`src/rtl/assert_macros.svh`:
```
// Assertion macros shared by the RTL. Synthesis builds see empty bodies.
`ifndef ASSERT_MACROS_SVH
`define ASSERT_MACROS_SVH

`ifndef SYNTHESIS

// The property must hold at every clock edge outside reset.
`define WSWR_ASSERT(lbl, clk, rstn, prop) \
  lbl: assert property (@(posedge clk) disable iff (!rstn) (prop)) \
    else $error("weighted sampler assertion failed");

// The condition must never be seen at a clock edge outside reset.
`define WSWR_ASSERT_NEVER(lbl, clk, rstn, cond) \
  lbl: assert property (@(posedge clk) disable iff (!rstn) !(cond)) \
    else $error("weighted sampler forbidden condition seen");

`else

`define WSWR_ASSERT(lbl, clk, rstn, prop)
`define WSWR_ASSERT_NEVER(lbl, clk, rstn, cond)

`endif

`endif

```
`src/rtl/wswr_pkg.sv`:
```
package wswr_pkg;

  // Table geometry.
  localparam int MAX_ENTRIES   = 32;
  localparam int WEIGHT_BITS   = 16;
  localparam int RESET_ENTRIES = 32;
  localparam int IDX_W         = $clog2(MAX_ENTRIES);
  localparam int CNT_W         = $clog2(MAX_ENTRIES + 1);
  localparam int SUM_W         = WEIGHT_BITS + IDX_W;

  // Field widths on the ports.
  localparam int CMD_W    = 2;
  localparam int ENTRY_W  = 5;
  localparam int WVAL_W   = 16;
  localparam int DCOUNT_W = 6;
  localparam int FRAC_W   = 16;
  localparam int CHOSEN_W = 5;
  localparam int STATUS_W = 2;
  localparam int CFG_W    = 6;
  localparam int PROD_W   = SUM_W + FRAC_W;

  // Input beat layout, lowest field first.
  localparam int ENTRY_LSB  = 0;
  localparam int WVAL_LSB   = ENTRY_LSB + ENTRY_W;
  localparam int DCOUNT_LSB = WVAL_LSB + WVAL_W;
  localparam int FRAC_LSB   = DCOUNT_LSB + DCOUNT_W;
  localparam int S_FIELDS_W = FRAC_LSB + FRAC_W;
  localparam int S_TDATA_W  = ((S_FIELDS_W + 7) / 8) * 8;
  localparam int M_TDATA_W  = ((CHOSEN_W + 7) / 8) * 8;

  typedef enum logic [CMD_W-1:0] {
    CMD_LOAD  = 2'd0,
    CMD_BEGIN = 2'd1,
    CMD_DRAW  = 2'd2
  } cmd_e;

  typedef enum logic [STATUS_W-1:0] {
    STAT_OK        = 2'd0,
    STAT_NO_DRAWS  = 2'd1,
    STAT_NO_WEIGHT = 2'd2
  } status_e;

  typedef enum logic [5:0] {
    S_IDLE  = 6'b000001,
    S_BURST = 6'b000010,
    S_SUM   = 6'b000100,
    S_MUL   = 6'b001000,
    S_WALK  = 6'b010000,
    S_EMIT  = 6'b100000
  } state_e;

  // Number of entries taking part: zero counts as one, large values saturate.
  function automatic logic [CNT_W-1:0] live_entries(input logic [CFG_W-1:0] cfg);
    logic [CNT_W-1:0] n;
    if (cfg == '0) begin
      n = CNT_W'(1);
    end else if (int'(cfg) > MAX_ENTRIES) begin
      n = CNT_W'(MAX_ENTRIES);
    end else begin
      n = CNT_W'(cfg);
    end
    return n;
  endfunction

endpackage

```
`src/rtl/weighted_sampler_without_replacement.sv`:
```
// Weighted sampler without replacement. Weights are loaded one entry at a time
// (cmd 0); cmd 1 begins a round with a draw count and marks the first
// entries_in_use entries as active, or, when the count is at least that number,
// streams every index in use from 0 upward as a burst of one result beat per cycle
// while the result stream takes them; cmd 2 draws one active entry with probability
// proportional to its weight and removes it from the round, or returns a status
// when no draws are left or the active weights sum to zero. For a draw, the single
// read port of the weight RAM is swept once, one entry per cycle, to sum the
// active weights, the multiplier scales the uniform fraction by that sum, and a
// second sweep walks the running sum until it passes the threshold. The input
// side is ready only while the sequencer is idle; a finished result waits in the
// output register, so the next beat may be taken while it does. A weight that
// was never loaded reads as an arbitrary value.
`include "assert_macros.svh"

module weighted_sampler_without_replacement (
  input  logic                           clk_i,
  input  logic                           rst_ni,
  // Configuration: entries_in_use.
  input  logic                           cfg_we_i,
  input  logic [wswr_pkg::CFG_W-1:0]     cfg_data_i,
  // Input stream.
  input  logic                           s_axis_tvalid_i,
  output logic                           s_axis_tready_o,
  // entry_index[4:0], weight_value[20:5], draw_count[26:21],
  // uniform_fraction[42:27], zero padding above.
  input  logic [wswr_pkg::S_TDATA_W-1:0] s_axis_tdata_i,
  // cmd[1:0].
  input  logic [wswr_pkg::CMD_W-1:0]     s_axis_tuser_i,
  // Result stream.
  output logic                           m_axis_tvalid_o,
  input  logic                           m_axis_tready_i,
  // chosen_index[4:0], zero padding above.
  output logic [wswr_pkg::M_TDATA_W-1:0] m_axis_tdata_o,
  // status[1:0].
  output logic [wswr_pkg::STATUS_W-1:0]  m_axis_tuser_o,
  output logic                           m_axis_tlast_o
);

  import wswr_pkg::*;

  state_e                  state_q, state_d;
  logic [CFG_W-1:0]        cfg_n_q;
  logic [MAX_ENTRIES-1:0]  active_q, active_d;
  logic [DCOUNT_W-1:0]     draws_q, draws_d;
  logic [CNT_W-1:0]        cnt_q, cnt_d;
  logic [CNT_W-1:0]        n_q, n_d;
  logic                    pend_q, pend_d;
  logic [IDX_W-1:0]        pend_idx_q, pend_idx_d;
  logic [SUM_W-1:0]        acc_q, acc_d;
  logic [SUM_W-1:0]        thr_q, thr_d;
  logic [FRAC_W-1:0]       frac_q, frac_d;
  logic [CHOSEN_W-1:0]     res_idx_q, res_idx_d;
  status_e                 res_stat_q, res_stat_d;
  logic                    res_last_q, res_last_d;
  logic                    out_valid_q, out_valid_d;
  logic [CHOSEN_W-1:0]     out_idx_q, out_idx_d;
  status_e                 out_stat_q, out_stat_d;
  logic                    out_last_q, out_last_d;

  cmd_e                    in_cmd;
  logic [ENTRY_W-1:0]      in_entry;
  logic [WVAL_W-1:0]       in_wval;
  logic [DCOUNT_W-1:0]     in_dcount;
  logic [FRAC_W-1:0]       in_frac;
  logic                    in_accept;
  logic                    out_free;
  logic [CNT_W-1:0]        begin_n;

  logic                    ram_we;
  logic [IDX_W-1:0]        ram_waddr;
  logic [WEIGHT_BITS-1:0]  ram_wdata;
  logic [WEIGHT_BITS-1:0]  ram_rdata;

  logic                    rd_issue;
  logic [SUM_W-1:0]        run_sum;
  logic                    pend_active;
  logic                    pend_last;
  logic                    walk_hit;
  logic                    walk_done;
  logic [IDX_W-1:0]        walk_pick;
  logic [PROD_W-1:0]       product;

  // Unpack the input beat.
  assign in_cmd    = cmd_e'(s_axis_tuser_i);
  assign in_entry  = s_axis_tdata_i[ENTRY_LSB +: ENTRY_W];
  assign in_wval   = s_axis_tdata_i[WVAL_LSB +: WVAL_W];
  assign in_dcount = s_axis_tdata_i[DCOUNT_LSB +: DCOUNT_W];
  assign in_frac   = s_axis_tdata_i[FRAC_LSB +: FRAC_W];

  assign s_axis_tready_o = (state_q == S_IDLE);
  assign in_accept       = s_axis_tvalid_i && s_axis_tready_o;
  // The output register can take a new result this cycle.
  assign out_free        = !out_valid_q || m_axis_tready_i;
  assign begin_n         = live_entries(cfg_n_q);

  // Weight loads go straight into the table; an index beyond it is dropped.
  assign ram_we    = in_accept && (in_cmd == CMD_LOAD) && (int'(in_entry) < MAX_ENTRIES);
  assign ram_waddr = IDX_W'(in_entry);
  assign ram_wdata = WEIGHT_BITS'(in_wval);

  wswr_ram #(
    .WIDTH (WEIGHT_BITS),
    .DEPTH (MAX_ENTRIES)
  ) u_weights (
    .clk_i   (clk_i),
    .we_i    (ram_we),
    .waddr_i (ram_waddr),
    .wdata_i (ram_wdata),
    .raddr_i (cnt_q[IDX_W-1:0]),
    .rdata_o (ram_rdata)
  );

  // Both sweeps share one read pipeline: the counter addresses the RAM and the
  // entry read last cycle arrives together with its index in pend_idx_q.
  assign rd_issue    = (int'(cnt_q) < MAX_ENTRIES);
  assign run_sum     = acc_q + SUM_W'(ram_rdata);
  assign pend_active = pend_q && active_q[pend_idx_q];
  assign pend_last   = pend_q && (int'(pend_idx_q) == MAX_ENTRIES - 1);

  // The first active entry whose running sum passes the threshold is taken.
  // Should the walk run off the end, entry zero is taken instead.
  assign walk_hit    = pend_active && (run_sum > thr_q);
  assign walk_done   = walk_hit || pend_last;
  assign walk_pick   = walk_hit ? pend_idx_q : '0;

  // Threshold is floor(u * total / 2^16).
  assign product     = PROD_W'(frac_q) * PROD_W'(acc_q);

  always_comb begin
    state_d     = state_q;
    active_d    = active_q;
    draws_d     = draws_q;
    cnt_d       = cnt_q;
    n_d         = n_q;
    pend_d      = pend_q;
    pend_idx_d  = pend_idx_q;
    acc_d       = acc_q;
    thr_d       = thr_q;
    frac_d      = frac_q;
    res_idx_d   = res_idx_q;
    res_stat_d  = res_stat_q;
    res_last_d  = res_last_q;
    out_valid_d = out_valid_q && !m_axis_tready_i;
    out_idx_d   = out_idx_q;
    out_stat_d  = out_stat_q;
    out_last_d  = out_last_q;

    case (state_q)
      S_IDLE: begin
        if (in_accept) begin
          case (in_cmd)
            CMD_BEGIN: begin
              if (int'(in_dcount) >= int'(begin_n)) begin
                // Asking for every entry: emit them all in index order.
                active_d = '0;
                draws_d  = '0;
                n_d      = begin_n;
                cnt_d    = '0;
                state_d  = S_BURST;
              end else begin
                for (int i = 0; i < MAX_ENTRIES; i++) begin
                  active_d[i] = (i < int'(begin_n));
                end
                draws_d = in_dcount;
              end
            end
            CMD_DRAW: begin
              if (draws_q == '0) begin
                res_idx_d  = '0;
                res_stat_d = STAT_NO_DRAWS;
                res_last_d = 1'b1;
                state_d    = S_EMIT;
              end else begin
                frac_d  = in_frac;
                cnt_d   = '0;
                pend_d  = 1'b0;
                acc_d   = '0;
                state_d = S_SUM;
              end
            end
            default: begin
              // Loads are written by the RAM port; the unused code is dropped.
            end
          endcase
        end
      end

      S_BURST: begin
        if (out_free) begin
          out_valid_d = 1'b1;
          out_idx_d   = CHOSEN_W'(cnt_q);
          out_stat_d  = STAT_OK;
          out_last_d  = (cnt_q == n_q - 1'b1);
          cnt_d       = cnt_q + 1'b1;
          if (cnt_q == n_q - 1'b1) begin
            state_d = S_IDLE;
          end
        end
      end

      S_SUM: begin
        if (rd_issue) begin
          cnt_d = cnt_q + 1'b1;
        end
        pend_d     = rd_issue;
        pend_idx_d = cnt_q[IDX_W-1:0];
        if (pend_active) begin
          acc_d = run_sum;
        end
        if (pend_last) begin
          state_d = S_MUL;
        end
      end

      S_MUL: begin
        if (acc_q == '0) begin
          res_idx_d  = '0;
          res_stat_d = STAT_NO_WEIGHT;
          res_last_d = 1'b1;
          state_d    = S_EMIT;
        end else begin
          thr_d   = product[FRAC_W +: SUM_W];
          acc_d   = '0;
          cnt_d   = '0;
          pend_d  = 1'b0;
          state_d = S_WALK;
        end
      end

      S_WALK: begin
        if (rd_issue) begin
          cnt_d = cnt_q + 1'b1;
        end
        pend_d     = rd_issue;
        pend_idx_d = cnt_q[IDX_W-1:0];
        if (pend_active) begin
          acc_d = run_sum;
        end
        if (walk_done) begin
          active_d[walk_pick] = 1'b0;
          draws_d    = draws_q - 1'b1;
          res_idx_d  = CHOSEN_W'(walk_pick);
          res_stat_d = STAT_OK;
          res_last_d = (draws_q == DCOUNT_W'(1));
          pend_d     = 1'b0;
          state_d    = S_EMIT;
        end
      end

      S_EMIT: begin
        if (out_free) begin
          out_valid_d = 1'b1;
          out_idx_d   = res_idx_q;
          out_stat_d  = res_stat_q;
          out_last_d  = res_last_q;
          state_d     = S_IDLE;
        end
      end

      default: begin
        state_d = S_IDLE;
      end
    endcase
  end

  // Control state.
  always_ff @(posedge clk_i or negedge rst_ni) begin
    if (!rst_ni) begin
      state_q     <= S_IDLE;
      cfg_n_q     <= CFG_W'(RESET_ENTRIES);
      active_q    <= '0;
      draws_q     <= '0;
      cnt_q       <= '0;
      pend_q      <= 1'b0;
      out_valid_q <= 1'b0;
    end else begin
      state_q     <= state_d;
      if (cfg_we_i) begin
        cfg_n_q <= cfg_data_i;
      end
      active_q    <= active_d;
      draws_q     <= draws_d;
      cnt_q       <= cnt_d;
      pend_q      <= pend_d;
      out_valid_q <= out_valid_d;
    end
  end

  // Datapath and result payload.
  always_ff @(posedge clk_i) begin
    n_q        <= n_d;
    pend_idx_q <= pend_idx_d;
    acc_q      <= acc_d;
    thr_q      <= thr_d;
    frac_q     <= frac_d;
    res_idx_q  <= res_idx_d;
    res_stat_q <= res_stat_d;
    res_last_q <= res_last_d;
    out_idx_q  <= out_idx_d;
    out_stat_q <= out_stat_d;
    out_last_q <= out_last_d;
  end

  assign m_axis_tvalid_o = out_valid_q;
  assign m_axis_tdata_o  = {{(M_TDATA_W - CHOSEN_W){1'b0}}, out_idx_q};
  assign m_axis_tuser_o  = out_stat_q;
  assign m_axis_tlast_o  = out_last_q;

  // A finished walk uses up exactly one draw.
  `WSWR_ASSERT(a_walk_uses_one_draw, clk_i, rst_ni, (state_q == S_WALK && walk_done) |=> (draws_q == $past(draws_q) - 1'b1))
  // Outside the idle state entries only ever leave the round.
  `WSWR_ASSERT(a_mask_only_shrinks, clk_i, rst_ni, (state_q != S_IDLE) |=> ($countones(active_q) <= $countones($past(active_q))))
  // A burst never runs past the number of entries in use.
  `WSWR_ASSERT(a_burst_in_range, clk_i, rst_ni, (state_q == S_BURST) |-> (cnt_q < n_q))
  // The multiply step only follows a completed summing sweep.
  `WSWR_ASSERT_NEVER(a_mul_after_sum, clk_i, rst_ni, (state_q == S_MUL) && ($past(state_q) != S_SUM))

endmodule

```
`src/rtl/wswr_ram.sv`:
```
module wswr_ram #(
  parameter int WIDTH = 16,
  parameter int DEPTH = 32
) (
  input  logic                     clk_i,
  input  logic                     we_i,
  input  logic [$clog2(DEPTH)-1:0] waddr_i,
  input  logic [WIDTH-1:0]         wdata_i,
  input  logic [$clog2(DEPTH)-1:0] raddr_i,
  output logic [WIDTH-1:0]         rdata_o
);

  logic [WIDTH-1:0] mem_q [DEPTH];
  logic [WIDTH-1:0] rdata_q;

  // One write port and one read port; read data is registered.
  always_ff @(posedge clk_i) begin
    if (we_i) begin
      mem_q[waddr_i] <= wdata_i;
    end
    rdata_q <= mem_q[raddr_i];
  end

  assign rdata_o = rdata_q;

endmodule
```
`config.mk`:
```
export PLATFORM = sky130hd
export DESIGN_NAME = weighted_sampler_without_replacement
export DESIGN_NICKNAME = d
export VERILOG_FILES = /design/src/rtl/wswr_pkg.sv /design/src/rtl/weighted_sampler_without_replacement.sv /design/src/rtl/wswr_ram.sv
export VERILOG_INCLUDE_DIRS = /design/src /design/src/rtl
export SDC_FILE = /design/constraint.sdc
export NUM_CORES = 2
export LEC_CHECK = 0
export BUFFER_PORTS_ARGS = -buffer_cell sky130_fd_sc_hd__buf_2
export CORE_MARGIN = 2
export CORE_UTILIZATION = 45
export DETAILED_ROUTE_END_ITERATION = 6
export PLACE_DENSITY = 0.63
export SLEW_MARGIN = 0
export SYNTH_ARGS = -nofsm -noshare
export SYNTH_HDL_FRONTEND = slang
export SYNTH_SLANG_ARGS = --single-unit
```
`constraint.sdc`:
```
create_clock -name clk_i -period 14.7 [get_ports clk_i]
set_input_delay 2.205 -clock clk_i [delete_from_list [all_inputs] [get_ports clk_i]]
set_output_delay 2.205 -clock clk_i [all_outputs]
set_load 0.02 [all_outputs]
```
After elaboration in Yosys (flattened, before gate mapping)
Memory sizes are Yosys's and may differ from the RTL's. A register that Yosys moved wholly into a read port is not among the register bits.
Cells that the tools add are included.
{"block": "word_totals", "ff_bits": 143, "latch_bits": 0, "rom_bits": 0, "inputBits": 61, "ram_bits": 512, "memories": 1, "out_inout_bits": 13}
{"memory": "u_weights.mem_q", "depth": 32, "width": 16, "read_ports": 1, "rd_clocked_by_memory_dff": 1, "write_ports": 1, "line_no": "wswr_ram.sv:13", "source": "logic [WIDTH-1:0] mem_q [DEPTH];"}
{"block": "op_classes", "eq_ne": 28, "n_shift": 0, "n_addsub": 4, "n_lt_le_gt_ge": 39, "n_bitwise": 4, "n_reduce_logical": 33, "mul": 1, "mux": 79, "div_mod_pow": 0}
{"cell": "32-bit two-way mux", "count": 4}
{"cell": "6-bit two-way mux", "count": 21}
{"cell": "21-bit two-way mux", "count": 5}
{"cell": "5-bit by 6-bit < comparator with 1-bit output (first input constant)", "count": 16}
{"cell": "32-bit one-hot mux with 2 select lines", "count": 1}
{"cell": "21-bit one-hot mux with 3 select lines", "count": 1}
{"cell": "4-bit by 6-bit < comparator with 1-bit output (first input constant)", "count": 8}
{"cell": "5-bit two-way mux", "count": 8}
{"cell": "16-bit by 21-bit multiplier with 37-bit output", "count": 1}
{"cell": "6-bit one-hot mux with 2 select lines", "count": 3}
{"cell": "6-bit one-hot mux with 6 select lines", "count": 1}
{"cell": "32-bit AND", "count": 1}
{"cell": "32-bit NOT", "count": 1}
{"cell": "3-bit by 6-bit < comparator with 1-bit output (first input constant)", "count": 4}
{"cell": "6-bit one-hot mux with 4 select lines", "count": 1}
{"cell": "21-bit by 16-bit adder with 21-bit output", "count": 1}
{"cell": "21-bit greater-than comparator", "count": 1}
{"cell": "21-bit logical NOT", "count": 1}
{"cell": "1-bit two-way mux", "count": 18}
{"cell": "2-bit != test (second input constant)", "count": 8}
{"cell": "8-bit AND reduction", "count": 2}
{"cell": "5-bit one-hot mux with 3 select lines", "count": 1}
{"cell": "2-bit two-way mux", "count": 7}
{"cell": "6-bit by 1-bit equality test with 1-bit output (second input constant)", "count": 2}
{"cell": "other kinds (44)", "count": 71}

Longest topological paths before layout
{"block": "logic_depth", "depth_word": 13, "ltp_mapped": 24, "mapped_depth_nobuf": 23}

Hierarchy
A second synthesis with hierarchy kept.
{"block": "unflattened", "hier_cells": 3144, "area_unflattened_um2": 39303.9}
{"mod": "wswr_ram", "n_inst": 1, "area_each_um2": 20534.7, "cells_each": 1143, "seq_area_each_um2": 15695.1}
{"mod": "weighted_sampler_without_replacement", "n_inst": 1, "area_each_um2": 18769.3, "cells_each": 2001, "seq_area_each_um2": 4006.3}

Worst setup path before layout
No wires, ideal clock.
{"block": "synth_timing", "path_kind": "reg2reg", "startpoint": "reg acc_q[9]", "endpoint": "reg thr_q[20] (data pin)", "path_stages_with_launch": 24, "setup_time_ns": 0.260, "path_slack_ns": 8.098, "synth_period_minus_slack_ns": 6.602, "required_time_ns": 14.440, "arrival_ns": 6.342, "path_cell_list": "edfxtp_1 -> clkbuf_1 -> clkbuf_1 -> nand2_1 -> fa_1 -> inv_1 -> fa_1 -> inv_1 -> fa_1 -> inv_1 -> fa_1 -> fa_1 -> inv_1 -> fa_1 -> inv_1 -> ha_1 -> o21a_1 -> a211oi_1 -> a211oi_2 -> a22o_1 -> a31o_2 -> or4_4 -> a31oi_2 -> xnor2_1"}
{"block": "synth_between", "elab_chain_cells": 1}
{"item": "start: declaration", "line_no": "weighted_sampler_without_replacement.sv:50", "source": "logic [SUM_W-1:0] acc_q, acc_d;"}
{"item": "start signal: assignment", "line_no": "weighted_sampler_without_replacement.sv:294", "source": "acc_q <= acc_d;"}
{"item": "16-bit by 21-bit multiplier with 37-bit output", "line_no": "weighted_sampler_without_replacement.sv:128", "source": "assign product = PROD_W'(frac_q) * PROD_W'(acc_q);"}
{"item": "net product[36]", "line_no": "weighted_sampler_without_replacement.sv:82", "source": "logic [PROD_W-1:0] product;"}
{"item": "end signal: assignment", "line_no": "weighted_sampler_without_replacement.sv:295", "source": "thr_q <= thr_d;"}
{"item": "end: declaration", "line_no": "weighted_sampler_without_replacement.sv:51", "source": "logic [SUM_W-1:0] thr_q, thr_d;"}
The timed path passes the listed nets, and every way through them passes these cells.
A chain may end at the register's enable or synchronous reset.

Worst setup path in the final report
{"block": "layout_timing", "startpoint": "reg acc_q[6]", "endpoint": "reg thr_q[16] (data pin)"}
The elaborated chain is that of the path after synthesis.

==> summary.txt <==
Clocking
  – # hold bufs at CTS: 0
  – Clock transition at the registers of the reported paths: 0.06 ns
  – Clk_lat worst skew: 0.65 ns
  – Total CTS buffers: 73
  – CTS H-tree lvls: 3
  – Clock Tree Buf Depth: 3
  – Root Buffer: clkbuf_16
  – Post CTS Setup Buffer Count: 0
  – Post-cts resize count: 0
  – CTS Sinks: 671
  – CTS tree: done

Logic synthesis
  – Synth area leaders: edfxtp_1 (47%), fa_1 (14%), mux4_2 (9.9%), ha_1 (5.0%), dfrtp_1 (3.7%)
  – Yosys warns: 0
  – Post-synth EDFFs: 597
  – Synth Cell Area: 0.0384 mm2
  – Asr flop ratio synth: 8.64%
  – Post-synth cell types: 77
  – Count leader, synth: edfxtp_1
  – Main flop type after synthesis: edfxtp_1
  – Top cells by count, synth: edfxtp_1 (597), inv_1 (356), nand2_1 (273)
  – Yosys top cell area share: 46.7%
  – Largest area contributor in the synthesized netlist: edfxtp_1
  – Avg Cell Area, Syn: 13.8 um2
  – Synth Register Bits: 671
  – Cell count after synthesis: 2,782
  – Post-synthesis sequential area ratio: 51.3%

Timing
  – Tcrit/Tclk final: 50.6%
  – Endpoints failing hold: 0
  – Worst setup margin: 7.26 ns
  – Rel. slew slack: 24.4%
  – FMAX: 134 MHz
  – Final min period: 7.44 ns
  – Fin Setup TNS: 0 ns
  – Worst hold slack: 0.498 ns
  – Clock skew: 0.0313 ns
  – RSZ-0062 raised after global routing: no
  – Final Max Slew Viols: 0
  – Slew at the pin with the worst max-slew slack: 1.13 ns
  – Final setup violation count: 0

Detailed routing
  – Vias: 22.7k
  – Post-DRT Antenna Nets: 0
  – Routed wire length: 89,900 um
  – DRC: 0
  – Detailed Routing Iterations Pass 1: 6
  – Number of DRC markers in iteration 0: 1,811
  – Routed vias/inst: 5.61
  – Routed len/inst: 22.2 um

Run status
  – Outcome: completed

Place
  – GP Congestion: 0.860
  – DP Wirelength: 57,500 um
  – Dpl ws: 7.35 ns
  – Port Buffers: 65

Floorplanning
  – Core ar.: 0.0849 mm2
  – Die area: 0.0876 mm2
  – DIE WIDTH: 296 um
  – Io pins: 74
  – Row cnt: 107
  – Initial core utilization: 45.2%
  – Die Span Y: 296 um

Global route
  – Tot GR Track Use: 21.4%
  – Initial antenna violation count: 11
  – Gr ovfl total: 0
  – Busiest grt layer: met2
  – Vias in the first global route: 24.5k
  – Largest net degree at the start of global routing: 69
  – First-pass GRT wire length: 142,000 um
  – GR Util met2: 36.0%
  – M1 GR Usage: 28.2%
  – Met3 usage: 4.32%

Setup path
  – Crit-path leading delay family: adder cells
  – CP startpoint kind: flop
  – CP most frequent cell: fa_1
  – CP max FO: 18
  – R2r endpoint: thr_q[16]
  – Worst path max stage delay: 1.00 ns
  – WP buf/inv: 3
  – Critical Path Slowest Stage Cell: edfxtp_1
  – CP Class: flop to flop
  – WP data required: 15.13 ns
  – Worst EP arrival: 7.86 ns
  – FF-to-FF path depth: 20
  – CP Capture Type: flop
  – R2r startpoint: acc_q[6]
  – Worst R2R Setup Slack: 7.26 ns
  – CP cell instances: nand2_1 -> fa_1 -> inv_1 -> fa_1 -> inv_1 -> fa_1 -> fa_1 -> fa_1 -> fa_1 -> inv_1 -> ha_1 -> a211oi_1 -> o21ai_0 -> a211oi_1 -> a211oi_2 -> a22o_1 -> a31o_2 -> a21boi_1 -> nor4_1 -> a311oi_1

Layout
  – Synth-to-layout area growth: 10.6%
  – Fillers: 7,226
  – Layout Nets: 3,319
  – Share of cells above drive strength 1: 15.4%

Min path
  – WHS Path Cells: 1
  – Worst hold start: active_q[27]
  – Min-delay worst type: flop to flop
  – Hold Path End: active_q[27]

Job
  – MaxCap Viol Count: 0
## layout make-up
type	instances	area [um2]	share of cell area, %
Timing Repair Buffer	120	738	1.74
Clock inverter	44	500	1.18
Clock buffer	89	1900	4.47
Antenna cell	1	2.50	0.00590
Multi-Input combinational cell	1617	16800	39.6
Sequential cell	671	19700	46.5
Tap cell	1144	1430	3.37
Inverter	358	1340	3.17
## layer usage
layer,share of wire [%],up-vias
met5,0.13,-
met4,2.7,18
met3,6.7,185
met2,50,811
met1,41,11781
li1,-,9899
## state kept, by name (all words and copies together), names as in the netlist
| register | cells |
|---|---|
| cfg_n_q | 6 |
| res_last_q | 1 |
| res_idx_q | 5 |
| m_axis_tuser_o | 2 |
| frac_q | 16 |
| out_idx_q | 5 |
| active_q | 32 |
| thr_q | 21 |
| m_axis_tlast_o | 1 |
| acc_q | 21 |
| u_weights.rdata_o | 16 |
| n_q | 6 |
| draws_q | 6 |
| pend_q | 1 |
| pend_idx_q | 5 |
| m_axis_tvalid_o | 1 |
| cnt_q | 6 |
| state_q | 6 |
| res_stat_q | 2 |
| u_weights.mem_q | 512 |
## logic make-up after synthesis
family | Yosys count | share of synthesized area, %
buf+inv | 496 | 4.93
xor+xnor | 41 | 0.936
compound gates | 260 | 4.39
mux | 199 | 10.8
flops | 671 | 51.3
other cells | 1 | 0.00977
simple gates | 697 | 8.86
fa+ha+maj | 417 | 18.8
## metrics by stage
| step | cells | instance area, um2 | util [%] |
|---|---|---|---|
| 3_3_place_gp | 3910 | 40000 | 47.2 |
| 2_1_floorplan | 2784 | 38400 | - |
| 4_1_cts | 4043 | 42400 | 50.0 |
| 6_report | 4044 | 42400 | 50.0 |
| 3_5_place_dp | 3910 | 40000 | 47.2 |
| 5_1_grt | 4043 | 42400 | 50.0 |
## worst max-delay path by stage
stage                         from         to  slack (ns)  cells past startpoint
after floorplan           acc_q[9]  thr_q[20]        8.10                     23
after global placement    acc_q[6]  thr_q[15]        7.39                     20
after detailed placement  acc_q[6]  thr_q[16]        7.35                     20
after CTS                 acc_q[6]  thr_q[16]        7.31                     20
after global routing      acc_q[6]  thr_q[16]        6.88                     20
final                     acc_q[6]  thr_q[16]        7.26                     20
## cell usage in the layout (no fill, tap or decap), types with 15 or more instances in the layout
cell type,Yosys,routed
ha_1,153,153
clkbuf_1,115,15
xor2_1,17,17
buf_4,3,55
clkinv_1,2,18
o21a_1,17,17
nor2_1,111,106
mux4_2,169,169
fa_1,264,264
and2_1,161,161
nor3_1,20,20
mux2_2,26,26
dfrtp_1,56,52
nand3_1,26,26
edfxtp_1,597,597
o21ai_0,81,81
inv_1,356,356
dfxtp_1,16,16
buf_2,4,65
nand2_1,273,273
xnor2_1,24,24
clkbuf_16,0,73
a21oi_1,47,47
a21o_1,17,17
nand2b_1,19,19
and3_1,15,15
Power is not shown: default switching activity piles up to over one toggle a cycle in this logic, so the estimate is an artifact.
